$ cat src/hw/rtl/ptst_pkg.sv
// Types and codes for the periodic timer slot table.
// No dependencies; imported by every module of the block.
package ptst_pkg;

  localparam logic [1:0] OP_ALLOCATE = 2'd0;
  localparam logic [1:0] OP_RELEASE  = 2'd1;
  localparam logic [1:0] OP_TICK     = 2'd2;
  localparam logic [1:0] OP_SCAN     = 2'd3;

  localparam logic [1:0] KIND_ALLOCATED = 2'd0;
  localparam logic [1:0] KIND_FULL      = 2'd1;
  localparam logic [1:0] KIND_DUE       = 2'd2;

  localparam logic [15:0] COUNT_MAX = 16'hFFFF;

  // One slot entry of the period/count memory.
  typedef struct packed {
    logic [15:0] period;
    logic [15:0] count;
  } ptst_ent_t;

  // One result beat handed from the sequencer to the output register.
  typedef struct packed {
    logic       valid;
    logic [1:0] kind;
    logic [3:0] slot_id;
    logic       last;
  } ptst_res_t;

endpackage

$ cat src/hw/rtl/ptst_ram.sv
// Period/count memory of the slot table: one write and one read port,
// registered read data. Uses ptst_pkg for the entry type.
module ptst_ram #(
  parameter int DEPTH = 8,
  parameter int AW    = 3
) (
  input  logic                clk,
  input  logic                wr_en,
  input  logic [AW-1:0]       wr_addr,
  input  ptst_pkg::ptst_ent_t wr_data,
  input  logic                rd_en,
  input  logic [AW-1:0]       rd_addr,
  output ptst_pkg::ptst_ent_t rd_data
);
  import ptst_pkg::*;

  ptst_ent_t mem [DEPTH];
  ptst_ent_t rd_data_r;

  always_ff @(posedge clk) begin
    if (wr_en) begin
      mem[wr_addr] <= wr_data;
    end
  end

  always_ff @(posedge clk) begin
    if (rd_en) begin
      rd_data_r <= mem[rd_addr];
    end
  end

  assign rd_data = rd_data_r;

endmodule

$ cat src/hw/rtl/ptst_ctrl.sv
// Sequencer of the slot table: active bits, free-slot walk, tick and scan
// sweeps over the period/count memory. Uses ptst_pkg; drives ptst_ram.
module ptst_ctrl #(
  parameter int SLOTS = 8,
  parameter int IW    = 3,
  parameter int CW    = 4
) (
  input  logic                clk,
  input  logic                rst_n,
  input  logic                in_valid,
  output logic                in_ready,
  input  logic [1:0]          in_operation,
  input  logic [15:0]         in_period,
  input  logic [3:0]          in_slot,
  input  logic                out_free,
  output ptst_pkg::ptst_res_t push,
  output logic                rd_en,
  output logic [IW-1:0]       rd_addr,
  input  ptst_pkg::ptst_ent_t rd_data,
  output logic                wr_en,
  output logic [IW-1:0]       wr_addr,
  output ptst_pkg::ptst_ent_t wr_data
);
  import ptst_pkg::*;

  localparam logic [2:0] S_IDLE  = 3'd0;
  localparam logic [2:0] S_ALLOC = 3'd1;
  localparam logic [2:0] S_TICK  = 3'd2;
  localparam logic [2:0] S_SCAN  = 3'd3;
  localparam logic [2:0] S_FLUSH = 3'd4;

  logic [2:0]       state_r, state_nxt;
  logic [CW-1:0]    idx_r, idx_nxt;
  logic [IW-1:0]    ev_idx_r, ev_idx_nxt;
  logic             rd_pend_r, rd_pend_nxt;
  logic [SLOTS-1:0] active_r, active_nxt;
  logic [15:0]      period_r, period_nxt;
  logic             pend_v_r, pend_v_nxt;
  logic [3:0]       pend_id_r, pend_id_nxt;

  logic       sweeping, more, ev_due, stall;
  logic       free_here, last_here, alloc_go;
  logic [3:0] ev_id, cur_id;

  assign in_ready  = (state_r == S_IDLE);
  assign sweeping  = (state_r == S_TICK) || (state_r == S_SCAN);
  assign more      = (idx_r != CW'(SLOTS));
  assign ev_due    = active_r[ev_idx_r] && (rd_data.count >= rd_data.period);
  assign ev_id     = 4'(ev_idx_r) + 4'd1;
  assign cur_id    = 4'(idx_r) + 4'd1;
  // Hold the sweep while a due slot needs the pending beat moved on.
  assign stall     = (state_r == S_SCAN) && rd_pend_r && ev_due && pend_v_r && !out_free;
  assign free_here = !active_r[idx_r[IW-1:0]];
  assign last_here = (idx_r == CW'(SLOTS - 1));
  assign alloc_go  = (state_r == S_ALLOC) && (free_here || last_here) && out_free;

  assign rd_en   = sweeping && !stall && more;
  assign rd_addr = idx_r[IW-1:0];

  always_comb begin
    wr_en   = 1'b0;
    wr_addr = ev_idx_r;
    wr_data = '{period: rd_data.period, count: 16'd0};
    push    = '{valid: 1'b0, kind: KIND_DUE, slot_id: pend_id_r, last: 1'b0};
    case (state_r)
      S_ALLOC: begin
        wr_en   = alloc_go && free_here;
        wr_addr = idx_r[IW-1:0];
        wr_data = '{period: period_r, count: 16'd0};
        push    = '{valid: alloc_go,
                    kind: free_here ? KIND_ALLOCATED : KIND_FULL,
                    slot_id: free_here ? cur_id : 4'd0,
                    last: 1'b1};
      end
      S_TICK: begin
        wr_en   = rd_pend_r;
        wr_data = '{period: rd_data.period,
                    count: (rd_data.count == COUNT_MAX) ? COUNT_MAX
                                                        : rd_data.count + 16'd1};
      end
      S_SCAN: begin
        wr_en      = rd_pend_r && ev_due && !stall;
        push.valid = rd_pend_r && ev_due && pend_v_r && !stall;
      end
      S_FLUSH: begin
        push.valid = pend_v_r && out_free;
        push.last  = 1'b1;
      end
      default: begin
      end
    endcase
  end

  always_comb begin
    state_nxt   = state_r;
    idx_nxt     = idx_r;
    ev_idx_nxt  = ev_idx_r;
    rd_pend_nxt = rd_pend_r;
    active_nxt  = active_r;
    period_nxt  = period_r;
    pend_v_nxt  = pend_v_r;
    pend_id_nxt = pend_id_r;
    case (state_r)
      S_IDLE: begin
        if (in_valid) begin
          idx_nxt     = '0;
          rd_pend_nxt = 1'b0;
          pend_v_nxt  = 1'b0;
          case (in_operation)
            OP_ALLOCATE: begin
              period_nxt = in_period;
              state_nxt  = S_ALLOC;
            end
            OP_RELEASE: begin
              for (int i = 0; i < SLOTS; i++) begin
                if (int'(in_slot) == i + 1) begin
                  active_nxt[i] = 1'b0;
                end
              end
            end
            OP_TICK: state_nxt = S_TICK;
            OP_SCAN: state_nxt = S_SCAN;
            default: state_nxt = S_IDLE;
          endcase
        end
      end
      S_ALLOC: begin
        if (alloc_go) begin
          if (free_here) begin
            active_nxt[idx_r[IW-1:0]] = 1'b1;
          end
          state_nxt = S_IDLE;
        end else if (!(free_here || last_here)) begin
          idx_nxt = idx_r + CW'(1);
        end
      end
      S_TICK, S_SCAN: begin
        if (!stall) begin
          if ((state_r == S_SCAN) && rd_pend_r && ev_due) begin
            pend_v_nxt  = 1'b1;
            pend_id_nxt = ev_id;
          end
          rd_pend_nxt = more;
          if (more) begin
            ev_idx_nxt = idx_r[IW-1:0];
            idx_nxt    = idx_r + CW'(1);
          end else begin
            state_nxt = (state_r == S_SCAN) ? S_FLUSH : S_IDLE;
          end
        end
      end
      S_FLUSH: begin
        if (!pend_v_r || out_free) begin
          pend_v_nxt = 1'b0;
          state_nxt  = S_IDLE;
        end
      end
      default: state_nxt = S_IDLE;
    endcase
  end

  always_ff @(posedge clk) begin
    if (!rst_n) begin
      state_r   <= S_IDLE;
      rd_pend_r <= 1'b0;
      active_r  <= '0;
      pend_v_r  <= 1'b0;
    end else begin
      state_r   <= state_nxt;
      rd_pend_r <= rd_pend_nxt;
      active_r  <= active_nxt;
      pend_v_r  <= pend_v_nxt;
    end
  end

  always_ff @(posedge clk) begin
    idx_r     <= idx_nxt;
    ev_idx_r  <= ev_idx_nxt;
    period_r  <= period_nxt;
    pend_id_r <= pend_id_nxt;
  end

endmodule

$ cat src/hw/rtl/periodic_timer_slot_table.sv
// Top level of the periodic timer slot table: sequencer, period/count memory
// and the result output register. Uses ptst_pkg, ptst_ctrl and ptst_ram.

// Keeps SLOTS periodic timers, numbered 1 to SLOTS. One item is worked on at a
// time; in_ready is high whenever the sequencer is idle, also while a result
// beat still waits on the output. A release clears the active bit of its slot
// and leaves the sequencer idle. An allocate walks the active bits one slot a
// cycle from slot 1 and finishes on the first free slot, or reports the table
// full on the last one, once the output register is free. A tick or a scan
// sweeps the period/count memory through its single read and single write port,
// one slot a cycle while a scan is not held by the output, with the write-back
// of each slot following its registered read. A scan reports each due slot in
// ascending order, with last set on the highest one. Counts saturate at 65535;
// no clearing pass runs after reset.
module periodic_timer_slot_table #(
  parameter int SLOTS = 8
) (
  input  logic        clk,
  input  logic        rst_n,
  input  logic        in_valid,
  output logic        in_ready,
  input  logic [1:0]  in_operation,
  input  logic [15:0] in_period,
  input  logic [3:0]  in_slot,
  output logic        out_valid,
  input  logic        out_ready,
  output logic [1:0]  out_kind,
  output logic [3:0]  out_slot_id,
  output logic        out_last
);
  import ptst_pkg::*;

  localparam int IW = (SLOTS > 1) ? $clog2(SLOTS) : 1;
  localparam int CW = $clog2(SLOTS + 1);

  ptst_res_t     push;
  ptst_ent_t     rd_data, wr_data;
  logic          rd_en, wr_en, out_free;
  logic [IW-1:0] rd_addr, wr_addr;

  logic       out_valid_r, out_valid_nxt;
  logic [1:0] out_kind_r;
  logic [3:0] out_slot_id_r;
  logic       out_last_r;

  assign out_free = !out_valid_r || out_ready;

  ptst_ctrl #(
    .SLOTS (SLOTS),
    .IW    (IW),
    .CW    (CW)
  ) u_ctrl (
    .clk          (clk),
    .rst_n        (rst_n),
    .in_valid     (in_valid),
    .in_ready     (in_ready),
    .in_operation (in_operation),
    .in_period    (in_period),
    .in_slot      (in_slot),
    .out_free     (out_free),
    .push         (push),
    .rd_en        (rd_en),
    .rd_addr      (rd_addr),
    .rd_data      (rd_data),
    .wr_en        (wr_en),
    .wr_addr      (wr_addr),
    .wr_data      (wr_data)
  );

  ptst_ram #(
    .DEPTH (SLOTS),
    .AW    (IW)
  ) u_ram (
    .clk     (clk),
    .wr_en   (wr_en),
    .wr_addr (wr_addr),
    .wr_data (wr_data),
    .rd_en   (rd_en),
    .rd_addr (rd_addr),
    .rd_data (rd_data)
  );

  always_comb begin
    out_valid_nxt = out_valid_r;
    if (push.valid) begin
      out_valid_nxt = 1'b1;
    end else if (out_ready) begin
      out_valid_nxt = 1'b0;
    end
  end

  always_ff @(posedge clk) begin
    if (!rst_n) begin
      out_valid_r <= 1'b0;
    end else begin
      out_valid_r <= out_valid_nxt;
    end
  end

  // Load the beat only when the register is free; the sequencer never pushes otherwise.
  always_ff @(posedge clk) begin
    if (push.valid) begin
      out_kind_r    <= push.kind;
      out_slot_id_r <= push.slot_id;
      out_last_r    <= push.last;
    end
  end

  assign out_valid   = out_valid_r;
  assign out_kind    = out_kind_r;
  assign out_slot_id = out_slot_id_r;
  assign out_last    = out_last_r;

endmodule

$ cat config.mk
export PLATFORM = sky130hd
export DESIGN_NAME = periodic_timer_slot_table
export DESIGN_NICKNAME = d
export VERILOG_FILES = /design/src/hw/rtl/ptst_pkg.sv /design/src/hw/rtl/ptst_ram.sv /design/src/hw/rtl/ptst_ctrl.sv /design/src/hw/rtl/periodic_timer_slot_table.sv
export SDC_FILE = /design/constraint.sdc
export NUM_CORES = 1
export LEC_CHECK = 0
export BUFFER_PORTS_ARGS = -buffer_cell sky130_fd_sc_hd__buf_4
export CAP_MARGIN = 40
export CORE_UTILIZATION = 56
export DETAILED_ROUTE_END_ITERATION = 16
export PLACE_DENSITY = 0.8
export SLEW_MARGIN = 10
export SYNTH_ARGS = -nofsm -noshare
export SYNTH_HDL_FRONTEND = slang
export SYNTH_SLANG_ARGS = --single-unit
$ cat constraint.sdc
create_clock -name clk -period 4.4 [get_ports clk]
set_input_delay 0.22 -clock clk [delete_from_list [all_inputs] [get_ports clk]]
set_output_delay 0.22 -clock clk [all_outputs]
set_load 0.005 [all_outputs]
==> flow_summary_export.csv, run 1 <==
group,metric,value,unit
status,status,"completed",
grt,grt_pass1_wl,48100,um
routing,vias,8272,
clock_tree,cts_root_buffer,"clkbuf_16",
layout,layout-drive-gt1-share,14.1,%
floorplan,die_w,157,um
layout,nNetsFinal,999,
layout,layout.cells.most_common,"edfxtp_1",
yosys,seq_area_frac_synth,73.9,%
critical_path,arrival,3810,ps
place,dpl_cell_area,0.0142,mm^2
critical_path,cpPeakStageDelay,650,ps
routing,wl_per_cell,24.4,um
timing,drv_slew,0,
timing,fin_skew,8.36,ps
yosys,synthTopCellsByArea,"edfxtp_1 (72%), a22oi_1 (2.8%), dfxtp_1 (2.1%), mux2i_1 (2.0%), ha_1 (1.9%)",
clock_tree,cts.clk_slew.worst_paths,60,ps
place,gp_congestion,0.915,
yosys,synth.avg_cell_area,15.3,um^2
layout,area_growth,14.1,%
place,hpwl,18400,um
yosys,yosys.area.top_type,"edfxtp_1",
routing,drc,0,
clock_tree,h-tree-depth,1,
critical_path,cp_cell_sequence,"ha_1 -> nand4_1 -> a211oi_1 -> a32oi_1 -> a211oi_2 -> a211oi_4 -> nor2_4 -> buf_4",
grt,grt_pass1_vias,8268,
floorplan,die_h,157,um
floorplan,start_util,57.2,%
power,ir_drop,0.000509,V
floorplan,io_pins,35,
clock_tree,postCtsSetupRepairBufs,0,
critical_path,critPathSlowestCell,"a211oi_2",
routing,via_per_inst,6.39,
floorplan,core_area,0.0235,mm^2
yosys,synth-edff-count,322,
place,io_buffers,34,
yosys,synth_top_area_share,71.8,%
timing,fmax,280,MHz
timing,min_period,3580,ps
critical_path,crit_path_end_kind,"flop",
timing,grt_setup_unrepaired,"no",
clock_tree,clkSinkCount,336,
yosys,netlist_area,0.0135,mm^2
timing,maxSlewHeadroom,36.9,%
clock_tree,clock_latency,570,ps
grt,antenna_found_initial,0,
run,cap_violations,0,
timing,setup_viol,0,
yosys,synth_cell_types,65,
grt,grt_max_degree,38,
yosys,ys_ff_latch,336,
routing,drt_iter0_drc,1018,
min_path,hold_path.class,"primary input to flop",
power,p_total,9.90,mW
grt,grtUsageTotal,26.6,%
routing,drt-total-wl,31600,um
floorplan,rows,56,
power,powerDensity,644,mW/mm^2
timing,finalHoldViolCount,0,
critical_path,crit_type,"flop to flop",
yosys,synthCells,880,
timing,period_share,81.3,%
layout,fin_area,0.0154,mm^2
layout,final_cell_mix,"edfxtp_1 (322), nand2_1 (62), buf_4 (62)",
floorplan,die_area,0.0247,mm^2
clock_tree,ctsLongestPathBuffers,3,
critical_path,path_max_fanout,19,
layout,antenna_cells,0,
grt,grt_overflow,0,
layout,fillerInstances,1678,
yosys,yosys_warnings,0,
routing,dr.pass1.iters,6,
critical_path,crit_buf_inv,1,
critical_path,crit_family,"compound AO/OA/AOI/OAI gates",
routing,ant_nets,0,
timing,worstMarginPinSlew,938,ps
yosys,async_reset_ff_share,0,%
clock_tree,cts_buffers,31,
yosys,synthFlopType,"edfxtp_1",
clock_tree,cts_tree,"yes",
critical_path,crit_path_start_kind,"flop",
power,power.leakage,5.20,nW
critical_path,required,4640,ps
yosys,synth_nets,926,
==> Yosys cell counts (2+ instances only) <==
| cell | n |
|---|---|
| o31ai_1 | 5 |
| mux2i_1 | 27 |
| o211ai_1 | 2 |
| nor2_1 | 44 |
| a221oi_1 | 27 |
| o21ai_0 | 29 |
| nor3b_1 | 5 |
| nor3_1 | 13 |
| a21o_1 | 4 |
| xor2_1 | 7 |
| and3_1 | 2 |
| a221oi_2 | 2 |
| a22o_1 | 19 |
| a31oi_1 | 13 |
| a21oi_1 | 30 |
| nand2b_1 | 3 |
| buf_1 | 2 |
| o21ai_1 | 4 |
| o22ai_1 | 5 |
| and2_1 | 4 |
| edfxtp_1 | 322 |
| a22oi_1 | 51 |
| buf_2 | 18 |
| xnor2_1 | 8 |
| a311oi_1 | 4 |
| mux2_2 | 2 |
| clkbuf_1 | 20 |
| inv_1 | 33 |
| mux4_2 | 2 |
| a222oi_1 | 3 |
| dfxtp_1 | 14 |
| o22a_1 | 4 |
| nand2_1 | 62 |
| inv_2 | 2 |
| nand4_1 | 8 |
| a211oi_4 | 2 |
| ha_1 | 20 |
| nor2b_1 | 6 |
| nand3_1 | 26 |
==> power by group <==
part / switching, mW / total, mW / internal (mW)
logic: 1.94 / 2.83 / 0.891
clock network: 1.12 / 2.54 / 1.42
registers: 0.233 / 4.53 / 4.30
total: 3.29 / 9.90 / 6.60
==> logic make-up (layout without fill, tap and decap cells) <==
group                      Yosys count  count (layout)  share of synthesized area [%]
DFF                                336             336                           73.9
AOI/OAI and AO/OA                  218             218                           11.9
and+or+nand+nor                    183             183                           6.32
buffers and inverters               75             171                           2.26
muxes                               33              33                           2.82
adders and majority gates           20              20                           1.86
xor gates and xnor gates            15              15                          0.976
==> worst paths after layout <==
path / start / to / slack [ps] / depth (start not counted)
worst max-delay path: u_ram.rd_data[15]$_DFFE_PP_ / u_ram.mem[2][29]$_DFFE_PP_ / 820 / 8
worst min-delay path: out_ready / out_valid$_SDFFE_PN0P_ / 20 / 3
worst max register to register: u_ram.rd_data[15]$_DFFE_PP_ / u_ram.mem[2][29]$_DFFE_PP_ / 820 / 8
worst min register to register: u_ctrl.rd_pend_r$_SDFFE_PN0P_ / u_ctrl.rd_pend_r$_SDFFE_PN0P_ / 500 / 2
==> worst reg2reg max path, delay by kind of cell, from the launching register on <==
| family | cells | cell delay, ps |
|---|---|---|
| AND/OR/NAND/NOR | 2 | 670 |
| adder cells (fa/ha/maj) | 1 | 380 |
| AO/OA/AOI/OAI | 4 | 1330 |
| flip-flops | 1 | 450 |
| buffers and inverters | 1 | 430 |
==> registers in the layout, indices dropped and copies added, names as in the netlist, 2 cells and up <==
signal            count
u_ram.mem           256
u_ram.rd_data        32
u_ctrl.period_r      16
u_ctrl.active_r       8
out_slot_id           4
u_ctrl.idx_r          4
u_ctrl.pend_id_r      4
u_ctrl.ev_idx_r       3
u_ctrl.state_r        3
out_kind              2
==> layout make-up <==
class,instances,area [um^2],area share (%)
Multi-Input combinational cell,469,3280,21.4
Clock inverter,16,144,0.937
Tap cell,319,399,2.60
Sequential cell,336,9950,64.8
Inverter,35,131,0.855
Timing Repair Buffer,80,646,4.20
Clock buffer,40,810,5.27
==> metal layers <==
metal  part of all wire (%)  vias up  track usage, %  routed length (um)
met3                    9.3       91            4.38                2940
met1                     39     4051            36.1               12400
met4                    3.9        0            11.1                1220
met5                      0        -               0                   0
met2                     48      511            42.9               15100
li1                       -     3619               -                   -
==> through the flow <==
step           cells  hold slack, ps  utilization (%)  TNS, ps  setup WS, ps
2_1_floorplan    880             319                -   -65560          -371
3_3_place_gp    1221             398             60.4        0          1060
3_5_place_dp    1221             399             60.4        0           917
4_1_cts         1295            1.57             65.3        0           886
5_1_grt         1295            32.6             65.3        0           656
6_report        1295            20.5             65.3        0           823
==> timing repair <==
item                                   in CTS  in global routing
endpoints found under the hold margin      21                  0
setup endpoints to repair                   0                  0
gates resized for setup                     0                  0
hold buffers                               18                  0
Note: power is estimated with default switching activity, not from simulation.
==> run 2, diff against run 1 <==
--- a/config.mk
+++ b/config.mk
@@ -7,7 +7,7 @@
 export LEC_CHECK = 0
 export BUFFER_PORTS_ARGS = -buffer_cell sky130_fd_sc_hd__buf_4
 export CAP_MARGIN = 40
-export CORE_UTILIZATION = 56
+export CORE_UTILIZATION = 59
 export DETAILED_ROUTE_END_ITERATION = 16
 export PLACE_DENSITY = 0.8
 export SLEW_MARGIN = 10
==> constraint.sdc (replaced) <==
create_clock -name clk -period 3.6 [get_ports clk]
set_input_delay 0.18 -clock clk [delete_from_list [all_inputs] [get_ports clk]]
set_output_delay 0.18 -clock clk [all_outputs]
set_load 0.005 [all_outputs]
==> run 2 against run 1 <==
Critical path depth up 1. Setup slack worse by 670 ps. Cell count down 1.1%. Largest power group unchanged.
==> flow_summary_export.csv, run 2 (synthesis gave the netlist of run 1 again) <==
group,metric,value,unit
critical_path,timing.rr.end,"u_ram.mem[2][8]$_DFFE_PP_",
place,hpwl,20400,um
routing,drc,0,
critical_path,crit_buf_inv,2,
critical_path,cp-startpoint,"u_ram.rd_data[0]$_DFFE_PP_",
critical_path,crit_path_end_kind,"flop",
layout,antenna_cells,0,
clock_tree,h-tree-depth,2,
timing,fin_skew,22.5,ps
critical_path,worstSetupEndpoint,"u_ram.mem[2][8]$_DFFE_PP_",
routing,vias,8557,
layout,nNetsFinal,1026,
floorplan,rows,54,
place,dp.cells,1206,
timing,grt_setup_unrepaired,"no",
clock_tree,clkSinkCount,336,
critical_path,critPathSlowestCell,"a211oi_4",
power,ir_drop,0.000437,V
place,place_ws,213,ps
clock_tree,cts_root_buffer,"clkbuf_16",
critical_path,r2r_start,"u_ram.rd_data[0]$_DFFE_PP_",
layout,layout.cells.non_filler,1281,
power,powerDensity,803,mW/mm^2
critical_path,cp_cell_sequence,"inv_1 -> ha_1 -> nand2b_1 -> a2111o_1 -> a32oi_1 -> a211oi_2 -> a211oi_4 -> nor2_4 -> buf_16",
critical_path,cpPeakStageDelay,720,ps
timing,drv_slew,0,
timing,holdWs,7.45,ps
layout,fin_util,71.0,%
floorplan,die_w,153,um
grt,grt_pass1_wl,50400,um
routing,drt-total-wl,33400,um
clock_tree,postCtsSetupRepairBufs,0,
critical_path,crit_cells,9,
clock_tree,cts_tree,"yes",
timing,setup_viol,0,
layout,layout.cells.most_common,"edfxtp_1",
routing,dr.pass1.iters,5,
critical_path,path_max_fanout,17,
critical_path,ff2ff_path_depth,9,
critical_path,arrival,3700,ps
grt,grt_overflow,0,
status,status,"completed",
floorplan,start_util,60.9,%
timing,period_share,95.8,%
min_path,hp-start,"rst_n",
critical_path,required,3860,ps
place,io_buffers,34,
clock_tree,cts_buffers,34,
critical_path,crit_type,"flop to flop",
clock_tree,ctsLongestPathBuffers,3,
layout,area_growth,16.5,%
clock_tree,cts.clk_slew.worst_paths,60,ps
timing,maxSlewHeadroom,37.9,%
routing,ant_nets,0,
layout,final_cell_mix,"edfxtp_1 (322), buf_4 (77), nand2_1 (62)",
routing,drt_iter0_drc,916,
timing,fmax,290,MHz
timing,min_period,3450,ps
floorplan,core_area,0.0221,mm^2
routing,via_per_inst,6.68,
layout,largest_register_ffs,256,
grt,grt_max_degree,30,
clock_tree,cts_resized,0,
timing,finalHoldViolCount,0,
grt,antenna_found_initial,0,
critical_path,r2r_slack,150,ps
run,cap_violations,0,
grt,grt_pass1_vias,8552,
floorplan,io_pins,35,
timing,setup_ws,152,ps
layout,regMostFlops,"u_ram.mem",
power,power.leakage,5.42,nW
layout,layout-drive-gt1-share,16.6,%
critical_path,crit_path_start_kind,"flop",
grt,grtUsageTotal,29.2,%
floorplan,die_h,153,um
routing,wl_per_cell,26.1,um
min_path,hold_path.class,"primary input to flop",
critical_path,crit_family,"compound AO/OA/AOI/OAI gates",
clock_tree,clock_latency,520,ps
timing,worstMarginPinSlew,921,ps
place,gp_congestion,0.945,
floorplan,die_area,0.0234,mm^2
## run 2: cell types whose count changed in the layout (fill, tap and decap cells not counted), sizes merged
cell         previous run  this run
buf                    62        86
bufinv                  2         0
clkbuf                 40        46
clkinv                 11         9
dlygate4sd3            18        17
## run 2: worst min path at each step
stage / endpoint / slack [ps] / depth (start not counted)
after floorplan: u_ctrl.period_r[0]$_DFFE_PP_ / 280 / 0
after global placement: u_ctrl.period_r[5]$_DFFE_PP_ / 360 / 1
after detailed placement: u_ctrl.period_r[7]$_DFFE_PP_ / 360 / 1
after CTS: u_ctrl.active_r[5]$_SDFFE_PN0P_ / 2 / 3
after global routing: u_ctrl.active_r[5]$_SDFFE_PN0P_ / 6 / 3
final: u_ctrl.state_r[2]$_SDFFE_PN0P_ / 7 / 3
## run 2: tightest hold or removal path: stages
cell,delay (ps)
buf_4,160
nand3_1,70
o21ai_1,50
## run 2: final cells by class
type / instances / area, um^2
multi-input combinational: 469 / 3330
clock buffer: 45 / 923
timing repair buffer: 104 / 921
inverter: 35 / 131
fill: 1378 / 6410
tap: 280 / 350
clock inverter: 12 / 76.3
sequential: 336 / 9950
## run 2: what timing repair did
action	CTS	global route
hold buffers	17	0
endpoints found under the setup margin	0	0
hold endpoints to repair	17	0
## run 2: power breakdown
group	internal [mW]	leakage (nW)	switching (mW)	total (mW)
Clock	1.81	0.489	1.44	3.25
Sequential	5.25	3.07	0.249	5.50
Combinational	1.26	1.87	2.58	3.84
## run 2: metrics by stage
stage | setup TNS [ps] | instance area [um^2] | total power [mW]
6_report | 0 | 15700 | 12.6
3_5_place_dp | 0 | 14500 | 9.25
3_3_place_gp | 0 | 14500 | 9.09
2_1_floorplan | -12630 | 13500 | 7.71
5_1_grt | 0 | 15700 | 13.0
4_1_cts | 0 | 15700 | 12.5
## run 2: layer usage
layer  vias to the layer above  track usage (%)  wire length [um]
met3                       116             6.04              3620
met1                      4178             39.5             12700
met2                       580             45.9             15700
met4                         0             13.5              1440
met5                         -                0                 0
li1                       3683                -                 -
